==> src/hw/rtl/fhra_pkg.sv <==
// Types and codes shared by the handle allocator.
// Depends on nothing; imported by the allocator top, handle_pool_checker and tb_top.
package fhra_pkg;

   // Request codes
   localparam logic [1:0] REQ_ALLOC = 2'd0;
   localparam logic [1:0] REQ_TRY   = 2'd1;
   localparam logic [1:0] REQ_FREE  = 2'd2;

   // Response status codes
   typedef enum logic [1:0] {
      ST_OK        = 2'd0,
      ST_NO_FREED  = 2'd1,
      ST_NOT_ALLOC = 2'd2,
      ST_EXHAUSTED = 2'd3
   } status_type;

   // Sequencer states
   typedef enum logic {
      S_IDLE = 1'b0,
      S_EXEC = 1'b1
   } state_type;

   // Request item
   typedef struct packed {
      logic [1:0] req_type;
      logic [7:0] release_handle;
   } req_item_type;

   // Response item
   typedef struct packed {
      logic [7:0] granted_handle;
      status_type status;
   } rsp_item_type;

endpackage

==> src/hw/rtl/fifo_recycling_handle_allocator_top.sv <==
// Handle allocator with FIFO recycling of freed handles.
// Depends on fhra_pkg for the item types, request codes and status codes.
//
//   channel   handshake                   payload
//   request   start / busy                req_item  (req_type, release_handle)
//   response  rsp_strobe (one cycle)      rsp_item  (granted_handle, status)
//
// An item is handled in two steps: the accept edge reads the mark memory and the
// free-queue memory, the next edge decides and writes both back. busy is
// high in the execute state between them, so no item is accepted meanwhile.
// The response is loaded at the write-back edge and shows for the cycle after
// it, at whose closing edge the next item may already be accepted.
// The receiver cannot stall; no buffering is held.
// Reset is synchronous and takes effect at once: marks at or above the fresh
// counter read as clear, so no clearing pass is needed.
module fifo_recycling_handle_allocator_top #(
   parameter int NUM_HANDLES = 256
) (
   input  logic                  clock,
   input  logic                  reset,
   input  logic                  start,
   output logic                  busy,
   input  fhra_pkg::req_item_type req_item,
   output logic                  rsp_strobe,
   output fhra_pkg::rsp_item_type rsp_item
);
   import fhra_pkg::*;

   localparam int IW = $clog2(NUM_HANDLES);
   localparam int CW = (IW + 1 > 9) ? IW + 1 : 9;
   localparam logic [IW:0]   NUM_W  = (IW + 1)'(NUM_HANDLES);
   localparam logic [IW-1:0] LAST_W = IW'(NUM_HANDLES - 1);

   // Memories
   logic             mark_mem  [NUM_HANDLES];
   logic [7:0]       queue_mem [NUM_HANDLES];

   // Control and payload registers
   state_type        state_ff, state_in;
   logic [IW-1:0]    head_ff, head_in;
   logic [IW-1:0]    tail_ff, tail_in;
   logic [IW:0]      count_ff, count_in;
   logic [IW:0]      fresh_ff, fresh_in;
   req_item_type     req_ff;
   logic             mark_rd_ff;
   logic [7:0]       queue_rd_ff;
   logic             rsp_strobe_ff, rsp_strobe_in;
   rsp_item_type     rsp_ff, rsp_in;

   // Write-back controls
   logic             accept;
   logic             exec;
   logic             mark_we;
   logic [IW-1:0]    mark_wa;
   logic             mark_wd;
   logic             queue_we;

   // Widened views for compares and address slicing
   logic [CW-1:0]    rd_rel_wide;
   logic [CW-1:0]    rel_wide;
   logic [CW-1:0]    fresh_wide;
   logic [CW-1:0]    pop_wide;
   logic             queue_nonempty;
   logic             fresh_left;
   logic             mark_set;

   assign accept      = start && (state_ff == S_IDLE);
   assign exec        = (state_ff == S_EXEC);
   assign rd_rel_wide = CW'(req_item.release_handle);
   assign rel_wide    = CW'(req_ff.release_handle);
   assign fresh_wide  = CW'(fresh_ff);
   assign pop_wide    = CW'(queue_rd_ff);

   assign queue_nonempty = (count_ff != '0);
   assign fresh_left     = (fresh_ff != NUM_W);
   // Entries at or above the fresh counter were never issued and read as clear
   assign mark_set       = (rel_wide < fresh_wide) && mark_rd_ff;

   // State register
   always_ff @(posedge clock) begin
      if (reset) begin
         state_ff <= S_IDLE;
      end else begin
         state_ff <= state_in;
      end
   end

   // Next state: each accept is followed by the execute state, then idle
   always_comb begin
      state_in = state_ff;
      busy     = 1'b0;
      case (state_ff)
         S_IDLE: begin
            if (start) begin
               state_in = S_EXEC;
            end
         end
         S_EXEC: begin
            busy     = 1'b1;
            state_in = S_IDLE;
         end
         default: begin
            state_in = S_IDLE;
         end
      endcase
   end

   // Decide the item and build the write-back
   always_comb begin
      head_in       = head_ff;
      tail_in       = tail_ff;
      count_in      = count_ff;
      fresh_in      = fresh_ff;
      mark_we       = 1'b0;
      mark_wa       = fresh_ff[IW-1:0];
      mark_wd       = 1'b1;
      queue_we      = 1'b0;
      rsp_strobe_in = exec;
      rsp_in.granted_handle = 8'd0;
      rsp_in.status         = ST_OK;
      if (exec) begin
         case (req_ff.req_type)
            REQ_ALLOC, REQ_TRY: begin
               if (queue_nonempty) begin
                  // pop the oldest freed handle
                  mark_we  = 1'b1;
                  mark_wa  = pop_wide[IW-1:0];
                  head_in  = (head_ff == LAST_W) ? '0 : head_ff + 1'b1;
                  count_in = count_ff - 1'b1;
                  rsp_in.granted_handle = queue_rd_ff;
               end else if (req_ff.req_type == REQ_TRY) begin
                  rsp_in.status = ST_NO_FREED;
               end else if (fresh_left) begin
                  // issue a fresh handle
                  mark_we  = 1'b1;
                  mark_wa  = fresh_ff[IW-1:0];
                  fresh_in = fresh_ff + 1'b1;
                  rsp_in.granted_handle = fresh_wide[7:0];
               end else begin
                  rsp_in.status = ST_EXHAUSTED;
               end
            end
            REQ_FREE: begin
               if (mark_set) begin
                  // clear the mark and queue the handle for reuse
                  mark_we = 1'b1;
                  mark_wa = rel_wide[IW-1:0];
                  mark_wd = 1'b0;
                  if (count_ff != NUM_W) begin
                     queue_we = 1'b1;
                     tail_in  = (tail_ff == LAST_W) ? '0 : tail_ff + 1'b1;
                     count_in = count_ff + 1'b1;
                  end
               end else begin
                  rsp_in.status = ST_NOT_ALLOC;
               end
            end
            default: begin
               rsp_in.status = ST_OK;
            end
         endcase
      end
   end

   // Pointer, counter and strobe registers
   always_ff @(posedge clock) begin
      if (reset) begin
         head_ff       <= '0;
         tail_ff       <= '0;
         count_ff      <= '0;
         fresh_ff      <= '0;
         rsp_strobe_ff <= 1'b0;
      end else begin
         head_ff       <= head_in;
         tail_ff       <= tail_in;
         count_ff      <= count_in;
         fresh_ff      <= fresh_in;
         rsp_strobe_ff <= rsp_strobe_in;
      end
   end

   // Hold the request and the response payload
   always_ff @(posedge clock) begin
      if (accept) begin
         req_ff <= req_item;
      end
      if (exec) begin
         rsp_ff <= rsp_in;
      end
   end

   // Mark memory: read at accept, write back in the execute cycle
   always_ff @(posedge clock) begin
      if (accept) begin
         mark_rd_ff <= mark_mem[rd_rel_wide[IW-1:0]];
      end
      if (mark_we) begin
         mark_mem[mark_wa] <= mark_wd;
      end
   end

   // Free-queue memory: read the head at accept, push at the tail
   always_ff @(posedge clock) begin
      if (accept) begin
         queue_rd_ff <= queue_mem[head_ff];
      end
      if (queue_we) begin
         queue_mem[tail_ff] <= req_ff.release_handle;
      end
   end

   assign rsp_strobe = rsp_strobe_ff;
   assign rsp_item   = rsp_ff;

`ifndef SYNTHESIS
   a_accept_then_busy: assert property (@(posedge clock) disable iff (reset)
      (start && !busy) |=> busy)
      else $error("accepted item did not enter execute");

   a_strobe_after_exec: assert property (@(posedge clock) disable iff (reset)
      rsp_strobe |-> $past(state_ff == S_EXEC))
      else $error("response without an execute cycle");

   a_count_bound: assert property (@(posedge clock) disable iff (reset)
      (count_ff <= NUM_W) && (count_ff <= fresh_ff))
      else $error("free-queue count exceeds issued handles");

   a_fresh_bound: assert property (@(posedge clock) disable iff (reset)
      fresh_ff <= NUM_W)
      else $error("fresh counter beyond pool size");
`endif

endmodule

==> config.mk <==
export PLATFORM = sky130hd
export DESIGN_NAME = fifo_recycling_handle_allocator_top
export DESIGN_NICKNAME = d
export VERILOG_FILES = /design/src/hw/rtl/fhra_pkg.sv /design/src/hw/rtl/fifo_recycling_handle_allocator_top.sv
export SDC_FILE = /design/constraint.sdc
export NUM_CORES = 2
export LEC_CHECK = 0
export ABC_AREA = 1
export BUFFER_PORTS_ARGS = -buffer_cell sky130_fd_sc_hd__buf_2
export CAP_MARGIN = 10
export CORE_MARGIN = 2
export CORE_UTILIZATION = 45
export CTS_CLUSTER_DIAMETER = 60
export DETAILED_ROUTE_END_ITERATION = 10
export PLACE_DENSITY_LB_ADDON = 0.2
export SYNTH_ARGS = -nofsm -noshare
export SYNTH_HDL_FRONTEND = slang
export SYNTH_SLANG_ARGS = --single-unit
==> constraint.sdc <==
create_clock -name clock -period 15.45 [get_ports clock]
set_input_delay 0.7725 -clock clock [delete_from_list [all_inputs] [get_ports clock]]
set_output_delay 0.7725 -clock clock [all_outputs]
set_load 0.005 [all_outputs]
## After elaboration in Yosys (flattened, before gate mapping)

Memories as Yosys holds them, arrays and structs flattened. A register that Yosys moved wholly into a read port is not among the register bits.
Index checks and enable logic that the tools add are counted.

| storage, ports and cells | value |
|---|---|
| bits of input ports | 13 |
| memories kept | 2 |
| RAM bits | 2304 |
| output and inout bits | 12 |
| bits in registers | 56 |
| word-level logic and storage cells | 78 |

| operators by class | value |
|---|---|
| equality and inequality tests | 9 |
| reduce and logical (&&, ||, !) cells | 10 |
| multiplexer cells | 38 |
| $add $sub $neg | 5 |
| bitwise gates (word level) | 3 |
| $lt $le $gt $ge | 1 |

Memories:

| name | depth | width | read ports | clocked after Yosys merged registers in | write ports | line | RTL |
|---|---|---|---|---|---|---|---|
| queue_mem | 256 | 8 | 1 | 1 | 1 | fifo_recycling_handle_allocator_top.sv:36 | `logic [7:0] queue_mem [NUM_HANDLES];` |
| mark_mem | 256 | 1 | 1 | 1 | 1 | fifo_recycling_handle_allocator_top.sv:35 | `logic mark_mem [NUM_HANDLES];` |

Operator list:

| cell | count |
|---|---|
| $mux 8 | 8 |
| $mux 9 | 3 |
| $add 9x1->9 const B | 2 |
| $mux 1 | 18 |
| $ne 9x9->1 const B | 2 |
| $pmux 9 s2 | 1 |
| $add 8x1->8 const B | 2 |
| $eq 8x8->1 const B | 2 |
| $pmux 8 s2 | 1 |
| $reduce_and 5->1 | 2 |
| $lt 8x9->1 | 1 |
| $reduce_bool 9->1 | 1 |
| $sub 9x1->9 const B | 1 |
| $mux 2 | 4 |
| $ne 2x2->1 const B | 3 |
| $pmux 1 s2 | 2 |
| $pmux 2 s2 | 1 |
| $reduce_and 4->1 | 1 |
| $not 1->1 | 3 |
| $reduce_and 3->1 | 1 |
| $eq 2x1->1 const B | 1 |
| $eq 2x2->1 const B | 1 |
| $logic_and 1x1->1 | 2 |
| $logic_not 2->1 | 1 |
| other kinds (2) | 2 |

## Longest topological paths before layout

| logic depth | value |
|---|---|
| depth after elaboration | 8 |
| gate-level depth with buffers | 20 |
| gate-level depth less buffers | 17 |

## Least setup slack after synthesis

No wires, ideal clock.

| timing | value |
|---|---|
| kind | register to register |
| from | register req_ff (netlist bit rel_wide[4]) |
| to | memory mark_mem[134] (enable) |
| period minus slack after synthesis | 8.343 ns |
| arrival | 8.044 ns |
| required time | 15.152 ns |
| stages on the path, launching flop included | 15 |
| slack | 7.107 ns |
| library setup time | 0.298 ns |
| path buffers | 2 |
| cells stage by stage | edfxtp_1 > ha_1 > nand2_1 > inv_1 > a21oi_1 > nand2_1 > nand2_2 > nand2_4 > inv_2 > nand3_2 > nand3_4 > buf_12 > nand3_4 > buf_6 > nor2_1 |

| on the way | value |
|---|---|
| cells in the longest elaborated chain, start to end | 7 |
| elaborated cells between the ends (all ways) | 10 |
| those cells by class | order compare: 1; mux: 8; reduce/logical: 1 |

Ends and longest elaborated chain:

| what | line | RTL |
|---|---|---|
| from (decl) | fifo_recycling_handle_allocator_top.sv:44 | `req_item_type req_ff;` |
| from (signal assigned) | fifo_recycling_handle_allocator_top.sv:185 | `req_ff <= req_item;` |
| $lt 8x9->1 | fifo_recycling_handle_allocator_top.sv:77 | `assign mark_set = (rel_wide < fresh_wide) && mark_rd_ff;` |
| $logic_and 1x1->1 | fifo_recycling_handle_allocator_top.sv:77 |  |
| $mux 1 | fifo_recycling_handle_allocator_top.sv:144 | `if (mark_set) begin` |
| $pmux 1 s2 | fifo_recycling_handle_allocator_top.sv:122 | `case (req_ff.req_type)` |
| $mux 1 | fifo_recycling_handle_allocator_top.sv:121 | `if (exec) begin` |
| $mux 1 | fifo_recycling_handle_allocator_top.sv:197 | `if (mark_we) begin` |
| $mux 1 (implied by the code) | fifo_recycling_handle_allocator_top.sv:198 | `mark_mem[mark_wa] <= mark_wd;` |
| to (decl) | fifo_recycling_handle_allocator_top.sv:35 |  |

Parallel ways exist; a longest one is shown, timed or not.

## Worst setup path in the final report

| timing | value |
|---|---|
| from | register req_ff (netlist bit rel_wide[3]) |
| to | memory queue_mem[203][7] (enable) |

| on the way | value |
|---|---|
| cells in the longest elaborated chain, start to end | 7 |

Ends and longest elaborated chain:

| what | line | RTL |
|---|---|---|
| $lt 8x9->1 | fifo_recycling_handle_allocator_top.sv:77 |  |
| $logic_and 1x1->1 | fifo_recycling_handle_allocator_top.sv:77 |  |
| $mux 1 | fifo_recycling_handle_allocator_top.sv:144 |  |
| $mux 1 | fifo_recycling_handle_allocator_top.sv:122 |  |
| $mux 1 | fifo_recycling_handle_allocator_top.sv:121 |  |
| $mux 1 | fifo_recycling_handle_allocator_top.sv:207 | `if (queue_we) begin` |
| $mux 1 (implied by the code) | fifo_recycling_handle_allocator_top.sv:208 | `queue_mem[tail_ff] <= req_ff.release_handle;` |
| to (decl) | fifo_recycling_handle_allocator_top.sv:36 |  |

Every way passes these cells.

==> metrics.md <==
| Metric | Value |
|---|---|
| Status | `complete, no violations` |
| Drt first pass iters | `5` |
| First-pass GRT wire length | `a little over 400,000 um` |
| Initial antenna violation count | `6` |
| Post-DP HPWL | `around 160,000 um` |
| Max_slew headroom | `about a fifth` |
| CTS Sinks | `2,369` |
| Layout cell share with drive strength beyond 1 | `~7.6%` |
| Largest net degree at the start of global routing | `roughly 210` |
| VDD IR max | `roughly 100 uV` |
| Critical path arrival | `just under 6000 ps` |
| Post-CTS setup buffer count | `0` |
| Final setup viols | `0` |
| Required @ worst endpoint | `approximately 16,000 ps` |
| Clock skew | `about 60 ps` |
| Pins over their slew limit | `0` |
| Final Critical Period | `~5300 ps` |
| Die Width | `472 um` |
| Final worst path period share | `34.1%` |
| CP Class | `reg2reg` |
| Final GP Congestion | `about 0.89` |
| Ports | `25` |
| Number of H-tree levels | `4` |
| Total core area | `217,000 sq um` |
| Drt total wl | `roughly 280,000 um` |
| Worst-margin pin slew | `approximately 1200 ps` |
| Setup tns final | `0 ps` |
| Cell Area, Synth | `just under 100,000 sq um` |
| Max cap viols | `0` |
| Crit-path max FO | `56` |
| Row count | `171` |
| Clk Latency, worst-skew pair | `slightly below 900 ps` |
| Worst min-delay path class | `in2reg` |
| WL per Instance | `around 25 um` |
| Top FF cell, synth | `edfxtp_1` |
| FF+latch count, synth | `2,369` |
| DIE AREA | `223,000 sq um` |
| GRT Total Usage | `24.5%` |
| Ys async rst share | `0%` |
| Pwr Density | `around 120 nW/um^2` |
| Final #Nets | `slightly above 8,000` |
| Final setup margin | `slightly above 10,000 ps` |
| Chip height | `472 um` |
| TritonCTS clock tree | `done` |
| Root cell of the clock tree | `clkbuf_16` |
| Final hold vios | `0` |
| Critical Path End Type | `flop` |
| Drt via density | `5.80` |
| Post-DRT Antenna Nets | `0` |
| Layout area overhead | `9.93%` |
| Clock buffer count from CTS | `roughly 240` |
| Input/output buffers | `24` |
| Fmax | `between 0.15 and 0.2 GHz` |
| Fillers | `19,100` |
| Pre-CTS worst setup slack | `roughly 10,000 ps` |
| Register area share after synthesis | `a little under three quarters` |
| RSZ-0062 raised after global routing | `false` |
| Number of global-route vias before repair | `between 60,000 and 70,000` |
| DRT iter0 DRCs | `between 8,000 and 9,000` |
| LEAKAGE | `between 0.03 and 0.04 uW` |
| Count of flip-flops with a built-in enable after synthesis | `roughly 2,300` |
| Register area | `~71,000 sq um` |
| Critical Path Start Type | `flop` |
| Synth warn | `0` |
| Syn nets | `between 8,000 and 9,000` |
| Yosys cell types | `50` |
| Clock Path Buffers | `3` |
| Multi-input gate area | `~24,000 sq um` |
| Synth Area per Inst | `~12 sq um` |
| WHS | `between 70 and 80 ps` |
| Worst-path clk slew | `roughly 60 ps` |
| Syn Inst Count | `about 8,400` |
| Vias | `65,200` |
| DRC violations left | `0` |
| GRT overflow | `0` |
| Starting Density | `45.3%` |
==> registers in the layout, indices dropped and copies added, names as in the netlist <==
| name | flops |
|---|---|
| tail_ff | 8 |
| queue_mem | 2048 |
| rel_wide | 8 |
| head_ff | 8 |
| count_ff | 9 |
| exec | 1 |
| mark_rd_ff | 1 |
| rsp_item | 10 |
| fresh_ff | 9 |
| queue_rd_ff | 8 |
| rsp_strobe | 1 |
| req_ff | 2 |
| mark_mem | 256 |
==> synth_stat cells, types with 2 or more instances <==
cell type	n	share of area, %
nand3_2	2	0.020
buf_1	40	0.15
clkinv_1	4	0.015
xor2_1	10	0.089
nand3_4	18	0.32
buf_6	33	0.38
o21ai_0	1111	5.6
nand4_1	15	0.095
nand2_2	19	0.12
nor2_4	5	0.057
dfxtp_1	36	0.73
inv_4	3	0.019
a21oi_1	137	0.70
inv_1	143	0.55
nor2_1	2019	7.7
nor3_1	16	0.081
nor2_8	5	0.10
buf_2	159	0.81
nand3_1	557	2.8
a21oi_4	2	0.033
nand2_4	18	0.21
a211oi_1	2	0.015
buf_4	39	0.30
nand3b_1	2	0.015
or2_2	14	0.089
nand2_1	929	3.5
nor4_2	2	0.025
inv_2	13	0.050
nor3b_1	3	0.023
nor2_2	26	0.17
xnor2_1	4	0.036
o22ai_1	83	0.53
ha_1	21	0.27
clkinv_2	3	0.015
o221ai_1	2	0.018
a31oi_1	7	0.044
o211ai_1	241	1.8
clkbuf_1	285	1.1
edfxtp_1	2333	71
o21ai_1	6	0.031
==> path summary, 6_finish.rpt <==
kind / start / to / depth (start not counted) / slack [ps]
setup / recovery: rel_wide[3]$_DFFE_PP_ / queue_mem[203][7]$_DFFE_PP_ / 13 / 10180
hold / removal: req_item[9] / req_ff[9]$_DFFE_PP_ / 1 / 80
setup reg to reg: rel_wide[3]$_DFFE_PP_ / queue_mem[203][7]$_DFFE_PP_ / 13 / 10180
hold reg to reg: count_ff[8]$_SDFFE_PP0P_ / count_ff[8]$_SDFFE_PP0P_ / 2 / 500
==> power by group <==
| part | total (uW) | switching [uW] | internal, uW |
|---|---|---|---|
| clock network | 5720 | 2490 | 3230 |
| logic | 690 | 537 | 152 |
| registers | 7070 | 14.2 | 7060 |
| total | 13500 | 3040 | 10400 |
==> layout by cell type, fill, tap and decap left out, types with 14 or more instances in the layout <==
| cell | synthesis | layout |
|---|---|---|
| clkinv_1 | 4 | 56 |
| inv_1 | 143 | 141 |
| o22ai_1 | 83 | 83 |
| nand3_1 | 557 | 557 |
| buf_4 | 39 | 101 |
| nor2_2 | 26 | 27 |
| a21oi_1 | 137 | 137 |
| or2_2 | 14 | 14 |
| nand2_1 | 929 | 914 |
| o211ai_1 | 241 | 241 |
| clkbuf_16 | 0 | 240 |
| clkbuf_1 | 285 | 46 |
| nor2_1 | 2019 | 2017 |
| edfxtp_1 | 2333 | 2333 |
| clkinv_2 | 3 | 52 |
| nand2_2 | 19 | 33 |
| buf_2 | 159 | 23 |
| nor3_1 | 16 | 16 |
| nand3_4 | 18 | 19 |
| bufinv_16 | 0 | 20 |
| ha_1 | 21 | 21 |
| nand4_1 | 15 | 15 |
| o21ai_0 | 1111 | 1111 |
| nand2_4 | 18 | 19 |
| dfxtp_1 | 36 | 32 |
==> timing repair <==
action,CTS,global route
endpoints found under the hold margin,1,0
endpoints found under the setup margin,0,0
resized for setup,0,0
hold buffers,1,0
==> per-layer routing <==
layer	GRT usage, %	vias to the layer above	part of all wire, %
met4	7.94	4	3.1
met2	38.7	2998	47
li1	-	29400	-
met1	34.8	32400	42
met3	4.07	459	8.4
met5	0	-	0.0093
==> area by class of cell <==
class	count	area share [%]
multi-input cells	5284	22.5
clock buffers	296	5.84
inverters	166	0.609
repair buffers	135	0.985
diodes	3	0.00694
well taps	2854	3.30
flip-flops and latches	2369	65.4
clock inverters	148	1.31
==> worst max-delay path, cell delays in order (launching register included) <==
cell and delay (ps):
edfxtp_1 320, buf_4 630, ha_1 370, nand2_1 100, inv_1 50, a21oi_1 160, nand2_1 80, nand2_2 160
nand2_4 100, inv_2 90, nand3_1 530, nor2_1 630, nand2_2 780, nor2_1 850
==> cells by family after synthesis <==
kind of cell | Yosys count | share of synthesized area (%)
flip-flops | 2369 | 71.9
XOR/XNOR | 14 | 0.125
adder cells (fa/ha/maj) | 22 | 0.287
AO/OA/AOI/OAI | 1595 | 8.88
AND/OR/NAND/NOR | 3653 | 15.4
buffers and inverters | 724 | 3.39
==> per-stage QoR <==
| stage | total power (uW) | cell area, sq um | utilization [%] | std cells |
|---|---|---|---|---|
| global placement | 7890 | 100000 | 46.2 | 10800 |
| global route | 13900 | 108000 | 49.8 | 11300 |
| detailed placement | 7900 | 100000 | 46.2 | 10800 |
| floorplan | 7660 | 98500 | - | 8377 |
| finish | 13500 | 108000 | 49.8 | 11300 |
| CTS | 13500 | 108000 | 49.8 | 11300 |
Note: power is estimated with default switching activity, not from simulation.
